**src/hw/rtl/spa_pkg.sv**
```systemverilog
package spa_pkg;

   // Request codes.
   localparam logic [1:0] REQ_ALLOC  = 2'd0;
   localparam logic [1:0] REQ_LOOKUP = 2'd1;
   localparam logic [1:0] REQ_FREE   = 2'd2;

   // Result status codes.
   localparam logic [1:0] STAT_OK      = 2'd0;
   localparam logic [1:0] STAT_FULL    = 2'd1;
   localparam logic [1:0] STAT_MISSING = 2'd2;

   // Register indexes on the control port.
   localparam logic CSR_RANGE_LOW  = 1'b0;
   localparam logic CSR_RANGE_HIGH = 1'b1;

   // Reset values of the range registers.
   localparam logic [15:0] RANGE_LOW_RESET  = 16'd0;
   localparam logic [15:0] RANGE_HIGH_RESET = 16'd63;

   // Slots per word of the occupancy bitmap memory.
   localparam int WORD_BITS = 32;
   localparam int BIT_IDX_W = 5;

   typedef struct packed {
      logic [1:0]  req_type;
      logic [15:0] peer_port;
      logic [15:0] bound_port;
   } req_item_type;

   typedef struct packed {
      logic [1:0]  status;
      logic [15:0] granted_port;
      logic [15:0] owner_port;
   } rsp_item_type;

endpackage

```
**src/hw/rtl/spa_ram.sv**
```systemverilog
module spa_ram #(
   parameter int WIDTH = 16,
   parameter int DEPTH = 64
) (
   input  logic                                       clock,
   input  logic                                       wr_en,
   input  logic [((DEPTH > 1) ? $clog2(DEPTH) : 1)-1:0] wr_addr,
   input  logic [WIDTH-1:0]                           wr_data,
   input  logic [((DEPTH > 1) ? $clog2(DEPTH) : 1)-1:0] rd_addr,
   output logic [WIDTH-1:0]                           rd_data
);

   logic [WIDTH-1:0] mem [DEPTH];
   logic [WIDTH-1:0] rd_data_ff;

   always_ff @(posedge clock) begin
      if (wr_en) begin
         mem[wr_addr] <= wr_data;
      end
      rd_data_ff <= mem[rd_addr];
   end

   assign rd_data = rd_data_ff;

endmodule

```
**src/hw/rtl/session_port_allocator.sv**
```systemverilog
// Session port allocator: a table that binds server ports, taken from the
// inclusive range set in the range registers, to client ports.
// A request is a transfer on the command channel: it is taken at a rising
// edge with start high and busy low. Each request gives one result, shown
// on rsp_data for exactly one cycle while rsp_valid is high; the receiver
// cannot stall it, so it must take every result in that cycle.
// A request that fails at once (empty range on allocate, a port outside
// the range, an unused code) answers in the next cycle and keeps busy low.
// A lookup or free reads the memories in state S_LOOK, with busy high; its
// result is registered as it leaves S_LOOK, and no new request is taken
// before that. An allocate scans the occupancy bitmap one 32-slot word per
// cycle, stopping at the first word with a free slot in range; busy stays
// high for the scan. The bitmap memory has a registered read port.
// After reset the bitmap memory is cleared word by word in state S_CLEAR,
// during which busy is high; the range registers are written through the
// register port, and the user must write them only while no request is
// pending: the block itself does not enforce it.
module session_port_allocator #(
   parameter int TABLE_SLOTS = 64
) (
   input  logic                  clock,
   input  logic                  reset,
   // Command channel.
   input  logic                  start,
   output logic                  busy,
   input  spa_pkg::req_item_type req_data,
   // Result channel.
   output logic                  rsp_valid,
   output spa_pkg::rsp_item_type rsp_data,
   // Register port.
   input  logic                  csr_psel,
   input  logic                  csr_penable,
   input  logic                  csr_pwrite,
   input  logic [2:0]            csr_paddr,
   input  logic [31:0]           csr_pwdata,
   output logic [31:0]           csr_prdata,
   output logic                  csr_pready
);

   localparam int WORDS = (TABLE_SLOTS + spa_pkg::WORD_BITS - 1) / spa_pkg::WORD_BITS;
   localparam int WW    = (WORDS > 1) ? $clog2(WORDS) : 1;
   localparam int SW    = $clog2(TABLE_SLOTS);
   localparam int GW    = WW + spa_pkg::BIT_IDX_W;
   localparam int XW    = GW + 1;

   localparam logic [1:0] S_CLEAR = 2'd0;
   localparam logic [1:0] S_IDLE  = 2'd1;
   localparam logic [1:0] S_SCAN  = 2'd2;
   localparam logic [1:0] S_LOOK  = 2'd3;

   // Range registers.
   logic [15:0] range_low_ff, range_low_in;
   logic [15:0] range_high_ff, range_high_in;
   logic        csr_wr;

   // Control and latched request.
   logic [1:0]    state_ff, state_in;
   logic [WW-1:0] word_ff, word_in;
   logic [1:0]    op_ff, op_in;
   logic [15:0]   peer_ff, peer_in;
   logic [15:0]   port_ff, port_in;
   logic [GW-1:0] slot_ff, slot_in;

   // Result register.
   logic                  rsp_valid_ff, rsp_valid_in;
   spa_pkg::rsp_item_type rsp_data_ff, rsp_data_in;

   // Memory ports.
   logic                             bm_we;
   logic [WW-1:0]                    bm_waddr;
   logic [spa_pkg::WORD_BITS-1:0]    bm_wdata;
   logic [WW-1:0]                    bm_raddr;
   logic [spa_pkg::WORD_BITS-1:0]    bm_rdata;
   logic                             cl_we;
   logic [SW-1:0]                    cl_waddr;
   logic [15:0]                      cl_rdata;

   // Derived values.
   logic [16:0]                   span;
   logic [XW-1:0]                 usable;
   logic [15:0]                   offset;
   logic                          in_range;
   logic [XW-1:0]                 word_base;
   logic                          more_words;
   logic [spa_pkg::WORD_BITS-1:0] range_mask;
   logic [spa_pkg::WORD_BITS-1:0] free_bits;
   logic [spa_pkg::BIT_IDX_W-1:0] free_idx;
   logic [GW-1:0]                 alloc_slot;
   logic                          slot_bit;

   // ---------------------------------------------------------------------
   // Register port. Writes complete in the access phase; pready is tied high.
   // ---------------------------------------------------------------------
   assign csr_pready = 1'b1;
   assign csr_wr     = csr_psel && csr_penable && csr_pwrite && csr_pready;

   always_comb begin
      range_low_in  = range_low_ff;
      range_high_in = range_high_ff;
      if (csr_wr) begin
         unique case (csr_paddr[2])
            spa_pkg::CSR_RANGE_LOW:  range_low_in  = csr_pwdata[15:0];
            spa_pkg::CSR_RANGE_HIGH: range_high_in = csr_pwdata[15:0];
            default: ;
         endcase
      end
   end

   always_comb begin
      unique case (csr_paddr[2])
         spa_pkg::CSR_RANGE_LOW:  csr_prdata = {16'd0, range_low_ff};
         spa_pkg::CSR_RANGE_HIGH: csr_prdata = {16'd0, range_high_ff};
         default:                 csr_prdata = 32'd0;
      endcase
   end

   // ---------------------------------------------------------------------
   // Usable range: the configured span clipped to the table size, or empty
   // when the high port lies below the low port.
   // ---------------------------------------------------------------------
   always_comb begin
      span = {1'b0, range_high_ff} - {1'b0, range_low_ff} + 17'd1;
      if (range_high_ff < range_low_ff) begin
         usable = '0;
      end else if (span > 17'(TABLE_SLOTS)) begin
         usable = XW'(TABLE_SLOTS);
      end else begin
         usable = span[XW-1:0];
      end
   end

   // Lookup and free: slot offset of the requested port and its range check.
   assign offset   = req_data.bound_port - range_low_ff;
   assign in_range = (req_data.bound_port >= range_low_ff) &&
                     ({1'b0, offset} < 17'(usable));

   // ---------------------------------------------------------------------
   // Allocation scan over the bitmap word read in the previous cycle.
   // Slots at or above the usable count are masked off.
   // ---------------------------------------------------------------------
   assign word_base  = XW'({word_ff, {spa_pkg::BIT_IDX_W{1'b0}}});
   assign more_words = (word_base + XW'(spa_pkg::WORD_BITS)) < usable;

   always_comb begin
      for (int j = 0; j < spa_pkg::WORD_BITS; j++) begin
         range_mask[j] = (word_base + XW'(j)) < usable;
      end
   end

   assign free_bits = ~bm_rdata & range_mask;

   // Lowest set bit of the free map.
   always_comb begin
      free_idx = '0;
      for (int j = spa_pkg::WORD_BITS - 1; j >= 0; j--) begin
         if (free_bits[j]) begin
            free_idx = spa_pkg::BIT_IDX_W'(j);
         end
      end
   end

   assign alloc_slot = {word_ff, free_idx};
   assign slot_bit   = bm_rdata[slot_ff[spa_pkg::BIT_IDX_W-1:0]];

   // Bitmap read address: the first word on an allocate, the addressed word
   // on a lookup or free, and the following word while the scan goes on.
   always_comb begin
      if (state_ff == S_SCAN) begin
         bm_raddr = more_words ? WW'(word_ff + 1'b1) : word_ff;
      end else if (req_data.req_type == spa_pkg::REQ_ALLOC) begin
         bm_raddr = '0;
      end else begin
         bm_raddr = offset[GW-1:spa_pkg::BIT_IDX_W];
      end
   end

   // ---------------------------------------------------------------------
   // Sequencer.
   // ---------------------------------------------------------------------
   always_comb begin
      state_in     = state_ff;
      word_in      = word_ff;
      op_in        = op_ff;
      peer_in      = peer_ff;
      port_in      = port_ff;
      slot_in      = slot_ff;
      rsp_valid_in = 1'b0;
      rsp_data_in  = rsp_data_ff;
      bm_we        = 1'b0;
      bm_waddr     = word_ff;
      bm_wdata     = bm_rdata;
      cl_we        = 1'b0;
      cl_waddr     = alloc_slot[SW-1:0];

      unique case (state_ff)
         S_CLEAR: begin
            // Zero one bitmap word per cycle.
            bm_we    = 1'b1;
            bm_wdata = '0;
            word_in  = WW'(word_ff + 1'b1);
            if (word_ff == WW'(WORDS - 1)) begin
               word_in  = '0;
               state_in = S_IDLE;
            end
         end

         S_IDLE: begin
            if (start) begin
               op_in   = req_data.req_type;
               peer_in = req_data.peer_port;
               port_in = req_data.bound_port;
               slot_in = offset[GW-1:0];
               case (req_data.req_type)
                  spa_pkg::REQ_ALLOC: begin
                     if (usable == '0) begin
                        rsp_valid_in = 1'b1;
                        rsp_data_in  = '{status: spa_pkg::STAT_FULL,
                                         granted_port: 16'd0, owner_port: 16'd0};
                     end else begin
                        word_in  = '0;
                        state_in = S_SCAN;
                     end
                  end
                  spa_pkg::REQ_LOOKUP, spa_pkg::REQ_FREE: begin
                     if (in_range) begin
                        state_in = S_LOOK;
                     end else begin
                        rsp_valid_in = 1'b1;
                        rsp_data_in  = '{status: spa_pkg::STAT_MISSING,
                                         granted_port: req_data.bound_port,
                                         owner_port: 16'd0};
                     end
                  end
                  default: begin
                     rsp_valid_in = 1'b1;
                     rsp_data_in  = '{status: spa_pkg::STAT_MISSING,
                                      granted_port: req_data.bound_port,
                                      owner_port: 16'd0};
                  end
               endcase
            end
         end

         S_SCAN: begin
            if (free_bits != '0) begin
               // Claim the slot and record the client port.
               bm_we                   = 1'b1;
               bm_wdata                = bm_rdata;
               bm_wdata[free_idx]      = 1'b1;
               cl_we                   = 1'b1;
               rsp_valid_in            = 1'b1;
               rsp_data_in             = '{status: spa_pkg::STAT_OK,
                                           granted_port: range_low_ff + 16'(alloc_slot),
                                           owner_port: peer_ff};
               state_in                = S_IDLE;
            end else if (more_words) begin
               word_in = WW'(word_ff + 1'b1);
            end else begin
               rsp_valid_in = 1'b1;
               rsp_data_in  = '{status: spa_pkg::STAT_FULL,
                                granted_port: 16'd0, owner_port: 16'd0};
               state_in     = S_IDLE;
            end
         end

         S_LOOK: begin
            state_in     = S_IDLE;
            rsp_valid_in = 1'b1;
            if (slot_bit) begin
               rsp_data_in = '{status: spa_pkg::STAT_OK,
                               granted_port: port_ff, owner_port: cl_rdata};
               if (op_ff == spa_pkg::REQ_FREE) begin
                  bm_we                                        = 1'b1;
                  bm_waddr                                     = slot_ff[GW-1:spa_pkg::BIT_IDX_W];
                  bm_wdata                                     = bm_rdata;
                  bm_wdata[slot_ff[spa_pkg::BIT_IDX_W-1:0]]    = 1'b0;
               end
            end else begin
               rsp_data_in = '{status: spa_pkg::STAT_MISSING,
                               granted_port: port_ff, owner_port: 16'd0};
            end
         end

         default: state_in = S_IDLE;
      endcase
   end

   always_ff @(posedge clock) begin
      if (reset) begin
         state_ff      <= S_CLEAR;
         word_ff       <= '0;
         rsp_valid_ff  <= 1'b0;
         range_low_ff  <= spa_pkg::RANGE_LOW_RESET;
         range_high_ff <= spa_pkg::RANGE_HIGH_RESET;
      end else begin
         state_ff      <= state_in;
         word_ff       <= word_in;
         rsp_valid_ff  <= rsp_valid_in;
         range_low_ff  <= range_low_in;
         range_high_ff <= range_high_in;
      end
   end

   always_ff @(posedge clock) begin
      op_ff       <= op_in;
      peer_ff     <= peer_in;
      port_ff     <= port_in;
      slot_ff     <= slot_in;
      rsp_data_ff <= rsp_data_in;
   end

   assign busy      = (state_ff != S_IDLE);
   assign rsp_valid = rsp_valid_ff;
   assign rsp_data  = rsp_data_ff;

   // ---------------------------------------------------------------------
   // Memories: the occupancy bitmap, 32 slots per word, and the client
   // port of each slot.
   // ---------------------------------------------------------------------
   spa_ram #(
      .WIDTH (spa_pkg::WORD_BITS),
      .DEPTH (WORDS)
   ) u_bitmap_ram (
      .clock   (clock),
      .wr_en   (bm_we),
      .wr_addr (bm_waddr),
      .wr_data (bm_wdata),
      .rd_addr (bm_raddr),
      .rd_data (bm_rdata)
   );

   spa_ram #(
      .WIDTH (16),
      .DEPTH (TABLE_SLOTS)
   ) u_client_ram (
      .clock   (clock),
      .wr_en   (cl_we),
      .wr_addr (cl_waddr),
      .wr_data (peer_ff),
      .rd_addr (offset[SW-1:0]),
      .rd_data (cl_rdata)
   );

endmodule
```
**config.mk**
```make
export PLATFORM = sky130hd
export DESIGN_NAME = session_port_allocator
export DESIGN_NICKNAME = d
export VERILOG_FILES = /design/src/hw/rtl/spa_pkg.sv /design/src/hw/rtl/spa_ram.sv /design/src/hw/rtl/session_port_allocator.sv
export SDC_FILE = /design/constraint.sdc
export NUM_CORES = 1
export LEC_CHECK = 0
export CAP_MARGIN = 0
export CORE_ASPECT_RATIO = 0.8
export CORE_UTILIZATION = 28
export DETAILED_ROUTE_END_ITERATION = 8
export DONT_BUFFER_PORTS = 1
export GPL_TIMING_DRIVEN = 0
export PLACE_DENSITY = 0.55
export SYNTH_ARGS = -nofsm -noshare
export SYNTH_HDL_FRONTEND = slang
export SYNTH_SLANG_ARGS = --single-unit
```
**constraint.sdc**
```tcl
create_clock -name clock -period 9.05 [get_ports clock]
set_input_delay 1.3575 -clock clock [delete_from_list [all_inputs] [get_ports clock]]
set_output_delay 1.3575 -clock clock [all_outputs]
set_load 0.01 [all_outputs]
```
## After elaboration in Yosys (flattened, before gate mapping)

Memory sizes are Yosys's and may differ from the RTL's. A register that Yosys moved wholly into a read port is not among the register bits.
Index checks and enable logic that the tools add are counted.

- Equal/unequal tests: 18
- Reductions and logical operators: 18
- Order comparisons: 41
- Muxes and demuxes: 89
- Bitwise logic cells: 6
- Add/sub/neg operators: 37

Operators by type and width:

| kind | number |
|---|---|
| $lt 7x7->1 | 32 |
| $mux 34 | 6 |
| $mux 5 | 32 |
| $add 6x5->7 const B | 16 |
| $pmux 34 s3 | 1 |
| $mux 32 | 3 |
| $pmux 32 s3 | 1 |
| $pmux 34 s2 | 1 |
| $and 32x32->32 | 2 |
| $not 32->32 | 2 |
| $pmux 32 s2 | 1 |
| $add 6x4->7 const B | 8 |
| $or 32x32->32 | 1 |
| $reduce_bool 32->1 | 1 |
| $add 6x3->7 const B | 4 |
| $mux 1 | 27 |
| $add 17x1->17 const B | 1 |
| $gt 17x7->1 const B | 1 |
| $sub 16x16->17 | 1 |
| $add 16x6->16 | 1 |
| $ge 16x16->1 | 1 |
| $lt 16x16->1 | 1 |
| $lt 16x7->1 | 1 |
| $sub 16x16->16 | 1 |
| 30 further kinds | 63 |

- Word-level logic and storage cells: 223
- Register bits: 110
- Memory bits (writable): 1088
- Output and inout port bits: 69
- Bits of input ports: 75
- Memories: 2

Memories:

| name | words | bits a word | rd ports | clocked after Yosys merged registers in | write ports | RTL line | RTL |
|---|---|---|---|---|---|---|---|
| u_client_ram.mem | 64 | 16 | 1 | 1 | 1 | spa_ram.sv:13 | `logic [WIDTH-1:0] mem [DEPTH];` |
| u_bitmap_ram.mem | 2 | 32 | 1 | 1 | 1 | spa_ram.sv:13 |  |

## Depth between registers and ports, before layout

- Word-level depth: 46
- Depth in mapped cells: 33
- Depth with buffers taken out: 32

## By module

A second synthesis with hierarchy kept.

- Cell total of the unflattened synthesis: 3134
- Area, all modules: 52950.8 um2

By module, submodules not included:

| module | area each (um2) | sequential area each (um2) | times used | cells an instance |
|---|---|---|---|---|
| spa_ram (u_client_ram) | 40042.2 | 31069.8 | 1 | 1829 |
| session_port_allocator | 9789.4 | 2942.8 | 1 | 1171 |
| spa_ram (u_bitmap_ram) | 3119.2 | 2562.5 | 1 | 134 |

## Least setup slack after synthesis

No wires, ideal clock.

- Path kind: register to register
- Start: register range_low_ff[1]
- End: memory u_bitmap_ram.mem[1][0] (netlist bit), enable pin
- Cell stages (with the launch flop): 27
- Data required time: 8.580 ns
- Arrival time: 8.082 ns
- Library setup time: 0.470 ns
- Slack: 0.498 ns
- Path through: dfxtp_1 -> inv_1 -> ha_1 -> inv_1 -> ha_1 -> fa_1 -> or3_1 -> nor2_1 -> nand3_1 -> a2111o_1 -> and4b_1 -> and3_1 -> nand2b_1 -> ha_1 -> clkbuf_1 -> inv_1 -> nand2_1 -> o31ai_2 -> a21oi_1 -> and4bb_2 -> a31oi_1 -> nor4_4 -> nand2b_1 -> buf_2 -> nand2_1 -> nand2_1 -> a211oi_1

- Cells in the longest elaborated chain, start to end: 12
- Elaborated cells on any way between the ends: 44

RTL lines:

| what | RTL line | RTL |
|---|---|---|
| start, declared | session_port_allocator.sv:52 | `logic [15:0] range_low_ff, range_low_in;` |
| start signal, assigned | session_port_allocator.sv:293 | `range_low_ff <= spa_pkg::RANGE_LOW_RESET;` |
| start signal, assigned | session_port_allocator.sv:299 | `range_low_ff <= range_low_in;` |
| $sub 16x16->17 | session_port_allocator.sv:122 | `span = {1'b0, range_high_ff} - {1'b0, range_low_ff} + 17'd1;` |
| $add 17x1->17 | session_port_allocator.sv:122 |  |
| $gt 17x7->1 | session_port_allocator.sv:125 | `end else if (span > 17'(TABLE_SLOTS)) begin` |
| $mux 7 | session_port_allocator.sv:125 |  |
| $mux 7 (*) | session_port_allocator.sv:123 | `if (range_high_ff < range_low_ff) begin` |
| $lt 6x7->1 or $lt 7x7->1 (tied branches) | session_port_allocator.sv:146 | `range_mask[j] = (word_base + XW'(j)) < usable;` |
| $and 32x32->32 (*) | session_port_allocator.sv:150 | `assign free_bits = ~bm_rdata & range_mask;` |
| $reduce_bool 32->1 (*) | session_port_allocator.sv:245 | `if (free_bits != '0) begin` |
| $mux 1 (*) | session_port_allocator.sv:245 |  |
| $pmux 1 s3 (*) | session_port_allocator.sv:195 | `unique case (state_ff)` |
| $mux 1 (*) | spa_ram.sv:17 | `if (wr_en) begin` |
| $mux 1 (not written as such) (*) | spa_ram.sv:18 | `mem[wr_addr] <= wr_data;` |
| end, declared | spa_ram.sv:13 |  |

Mark *: on every way between the ends. The rest lies on a longest branch, timed or not.

## Worst setup path after layout

- Start: register range_low_ff[1]
- End: memory u_client_ram.mem[12][6], in the netlist u_client_ram.mem[6][6], enable pin

- Cells in the longest elaborated chain, start to end: 39
- Elaborated cells on any way between the ends: 76

RTL lines:

| what | RTL line | RTL |
|---|---|---|
| $sub 16x16->17 | session_port_allocator.sv:122 |  |
| $add 17x1->17 | session_port_allocator.sv:122 |  |
| $gt 17x7->1 | session_port_allocator.sv:125 |  |
| $mux 7 | session_port_allocator.sv:125 |  |
| $mux 7 (*) | session_port_allocator.sv:123 |  |
| $lt 7x7->1 | session_port_allocator.sv:146 |  |
| $and 32x32->32 (*) | session_port_allocator.sv:150 |  |
| $mux 5 (32 in series) | session_port_allocator.sv:156 | `if (free_bits[j]) begin` |
| end, declared | spa_ram.sv:13 |  |

Marks and branches as above.

==> flow_summary.toml <==
[global_routing]
gr-usage-met1_pct = 22.5
grt_use_total_pct = 15.5
use_met2_pct = 23.9
grt_pass1_wl_um = 211000
grt_pass1_vias = 28300
grt_max_degree = 30
top_usage_layer = "met2"
gr-total-overflow = 0
use_met3_pct = 3.35
antenna_found_initial = 18

[setup_path]
worstReg2RegEnd = "u_client_ram.mem[6][6]"
reg2reg_setup_slack_ns = 0.30
endpoint_kind = "flip-flop"
cp.arrival_ns = 9.09
startpoint = "range_low_ff[1]"
critPathKind = "flip-flop to flip-flop"
cp-start-kind = "flip-flop"
required_ns = 9.39
r2r_cells = 24
crit-reg2reg-launch = "range_low_ff[1]"
path_max_fanout = 16

[routing]
viasPerCell = 5.07
ant_nets = 0
wl_per_cell_um = 25.9
dr.pass1.iters = 5
num_vias = 29000
drc = 0
routed_wirelength_um = 148000
drtIter0Drc = 3352

[floorplan]
core_mm2 = 0.185
dieArea_mm2 = 0.188
die_y_um = 388
initial_core_util_pct = 28.2
die_w_um = 485
ios = 144
rows = 141

[synthesis]
synth_cell_types = 93
synthCells = 2936
yosys_warnings = 0
ys_ff_latch = 1246
synthArstFlopShare_pct = 0
syn_avg_cell_area_um2 = 17.8
synth_edf_count = 1162
ys_seq_area_share_pct = 70.1
synthFlopType = "edfxtp_1"
synthesis.area_mm2 = 0.0522

[sta]
fmax_ghz = 0.114
fin_crit_sh_pct = 96.7
fin_worst_skew_ns = 0.0552
rsz0062_at_grt = "no"
hold_viol_final = 0
slew_violations = 0
worstMarginPinSlew_ns = 1.25
setup_slack_ns = 0.302
setup-violations-final = 0
post-route-min-period_ns = 8.75
relSlewSlack_pct = 16.4

[pwr]
power_density_mw_per_mm2 = 247
p_leak_nw = 19.7
ir_drop_uv = 161

[cells_and_area]
layoutNonFillerInstCount = 5722
synthToLayoutAreaGrowth_pct = 18.8
nets = 3348
drive_gt1_share_pct = 25.0

[worst_hold_path]
worstHoldStart = "u_bitmap_ram.mem[0][21]"
min_to = "u_bitmap_ram.rd_data[21]"
min_path_cells = 1
hold_class = "flip-flop to flip-flop"

[clock_tree]
htreeDepth = 3
cts_tree = "done"
cts_buffers = 111
cts_root_buf = "clkbuf_16"
insertion_delay_ns = 0.74
cts.clk_slew.worst_paths_ns = 0.07
clockBufferDepth = 3
ctsHoldBuffers = 0
cts.sinks = 1246

[placed_design]
io_buffers = 0
pre_cts_ws_ns = -0.826
place.gp.congestion = 0.890
dp_cells = 5496
hpwlAfterDp_um = 108000

[run_status]
outcome = "complete, no violations"

[run]
maxCapViolCount = 0
## routing by layer
| metal | vias to the layer above | part of all wire [%] |
|---|---|---|
| li1 | 12400 | - |
| met1 | 15200 | 44 |
| met2 | 1230 | 46 |
| met3 | 166 | 8.1 |
| met4 | 4 | 1.9 |
| met5 | - | 0.016 |
## power breakdown
group	internal (mW)	switching, mW	leakage (nW)
Sequential	6.92	0.314	11.2
Clock	2.84	2.19	1.88
Combinational	1.10	1.96	6.58
Total	10.9	4.47	19.7
## flip-flops by register name, summed over array words and instances (netlist names)
| signal | flops |
|---|---|
| range_low_ff | 16 |
| slot_ff | 6 |
| op_ff | 2 |
| u_bitmap_ram.mem | 64 |
| u_bitmap_ram.rd_data | 32 |
| peer_ff | 16 |
| rsp_valid | 1 |
| u_client_ram.rd_data | 16 |
| port_ff | 16 |
| word_ff | 1 |
| state_ff | 2 |
| u_client_ram.mem | 1024 |
| range_high_ff | 16 |
| rsp_data | 34 |
## cell type report
class / instances / area, µm²
multi-input combinational: 1468 / 15100
inverter: 82 / 312
timing repair buffer: 128 / 2460
fill: 17600 / 123000
tap: 2431 / 3040
buffer: 155 / 672
sequential: 1246 / 36600
clock inverter: 76 / 895
clock buffer: 134 / 2970
antenna: 2 / 5.00
## cell usage after synthesis (6+ instances only)
cell type  instances  area share (%)
fa_1              10            0.38
edfxtp_1        1162              67
clkbuf_1          91            0.65
inv_1             80            0.58
and3_1             6           0.072
ha_1              71             1.7
mux2i_1           11            0.21
nand2b_1          20            0.24
buf_2             12            0.12
nor4_1             6           0.072
and2_1            24            0.29
mux2_2            32            0.69
xor2_1            12            0.20
xnor2_1           11            0.18
or3_1              7           0.084
a22o_1            29            0.49
nand3b_1          14            0.20
or2_2              6           0.072
a22oi_1            9            0.13
buf_1             34            0.24
nand4_1           23            0.28
o211ai_1          11            0.16
o21ai_0           99            0.95
nor3_1            22            0.21
a211o_1            9            0.15
a31oi_1           28            0.34
o21a_1             6           0.086
nor2b_1           14            0.17
a222oi_1           6            0.12
dfxtp_1           84             3.2
o31ai_1            6           0.086
buf_4             17            0.24
nand2_1          197             1.4
a21o_1            16            0.23
mux4_2           328              14
a21oi_1           92            0.88
nor2_1           159             1.1
a211oi_1          26            0.37
nand3_1           36            0.35
## through the flow
step	cell area (µm²)	hold WS (ns)	power [mW]	setup TNS (ns)	utilization, %
after floorplan	52300	0.448	8.87	0	-
after global placement	55300	0.450	10.0	-1378.07	29.9
after detailed placement	57800	0.458	10.3	-317.22	31.3
after CTS	61900	0.456	15.4	0	33.5
after global routing	62000	0.471	15.8	0	33.6
final	62000	0.462	15.3	0	33.6
## placed cells by master, fill, tap and decap left out, drive strengths merged, types with 9 or more instances in the layout
cell type,n
edfxtp,1162
mux4,328
clkbuf,223
nand2,198
buf,194
nor2,159
o21ai,106
a21oi,92
inv,85
dfxtp,84
ha,71
clkinv,48
nand3,36
mux2,32
a22o,29
a31oi,28
a211oi,27
and2,26
nor3,24
nand4,23
nand2b,20
conb,17
bufinv,17
a21o,16
nand3b,14
nor2b,14
xor2,12
xnor2,12
o211ai,11
mux2i,11
fa,10
a211o,9
a22oi,9
o31ai,9
## how the worst max path moves through the flow
stage,endpoint,slack [ns],cells past startpoint
CTS,rsp_data[30],0.005,30
global placement,rsp_data[2],-3.97,23
detailed placement,u_client_ram.mem[18][13],-0.83,24
finish,u_client_ram.mem[6][6],0.30,24
global route,rsp_data[22],0.04,29
floorplan,u_bitmap_ram.mem[1][0],0.50,26
## critical path, stage by stage (launching register included)
cell	delay [ns]
dfxtp_2	0.41
inv_2	0.13
ha_1	0.31
inv_1	0.04
ha_1	0.22
fa_1	0.51
or3_1	0.46
nor2_1	0.20
nand3_1	0.15
a2111o_1	0.44
and4b_1	0.35
and3_1	0.33
nand2b_2	0.17
ha_1	0.29
clkbuf_1	0.21
or4_1	0.64
o31a_1	0.38
a21oi_2	0.20
o32ai_1	0.12
a211oi_2	0.35
nand4_1	0.19
o21ai_0	0.74
nand3_1	0.30
buf_2	0.39
nor2_2	0.84
## cell families after synthesis
logic type      count (synthesis)  share of synthesized area (%)
buf+inv                       237                           1.87
compound gates                417                           5.47
flops                        1246                           70.1
xor+xnor                       24                          0.417
mux                           371                           15.1
fa+ha+maj                      82                           2.10
other cells                     2                         0.0144
simple gates                  557                           5.02
## repair_timing
item                       in CTS  in global routing
buffers inserted                9                  5
pin swaps                       3                  4
setup endpoints to repair     863               1014
gates resized for setup        21                 30
No activity file was read; power rests on OpenSTA's default activity.
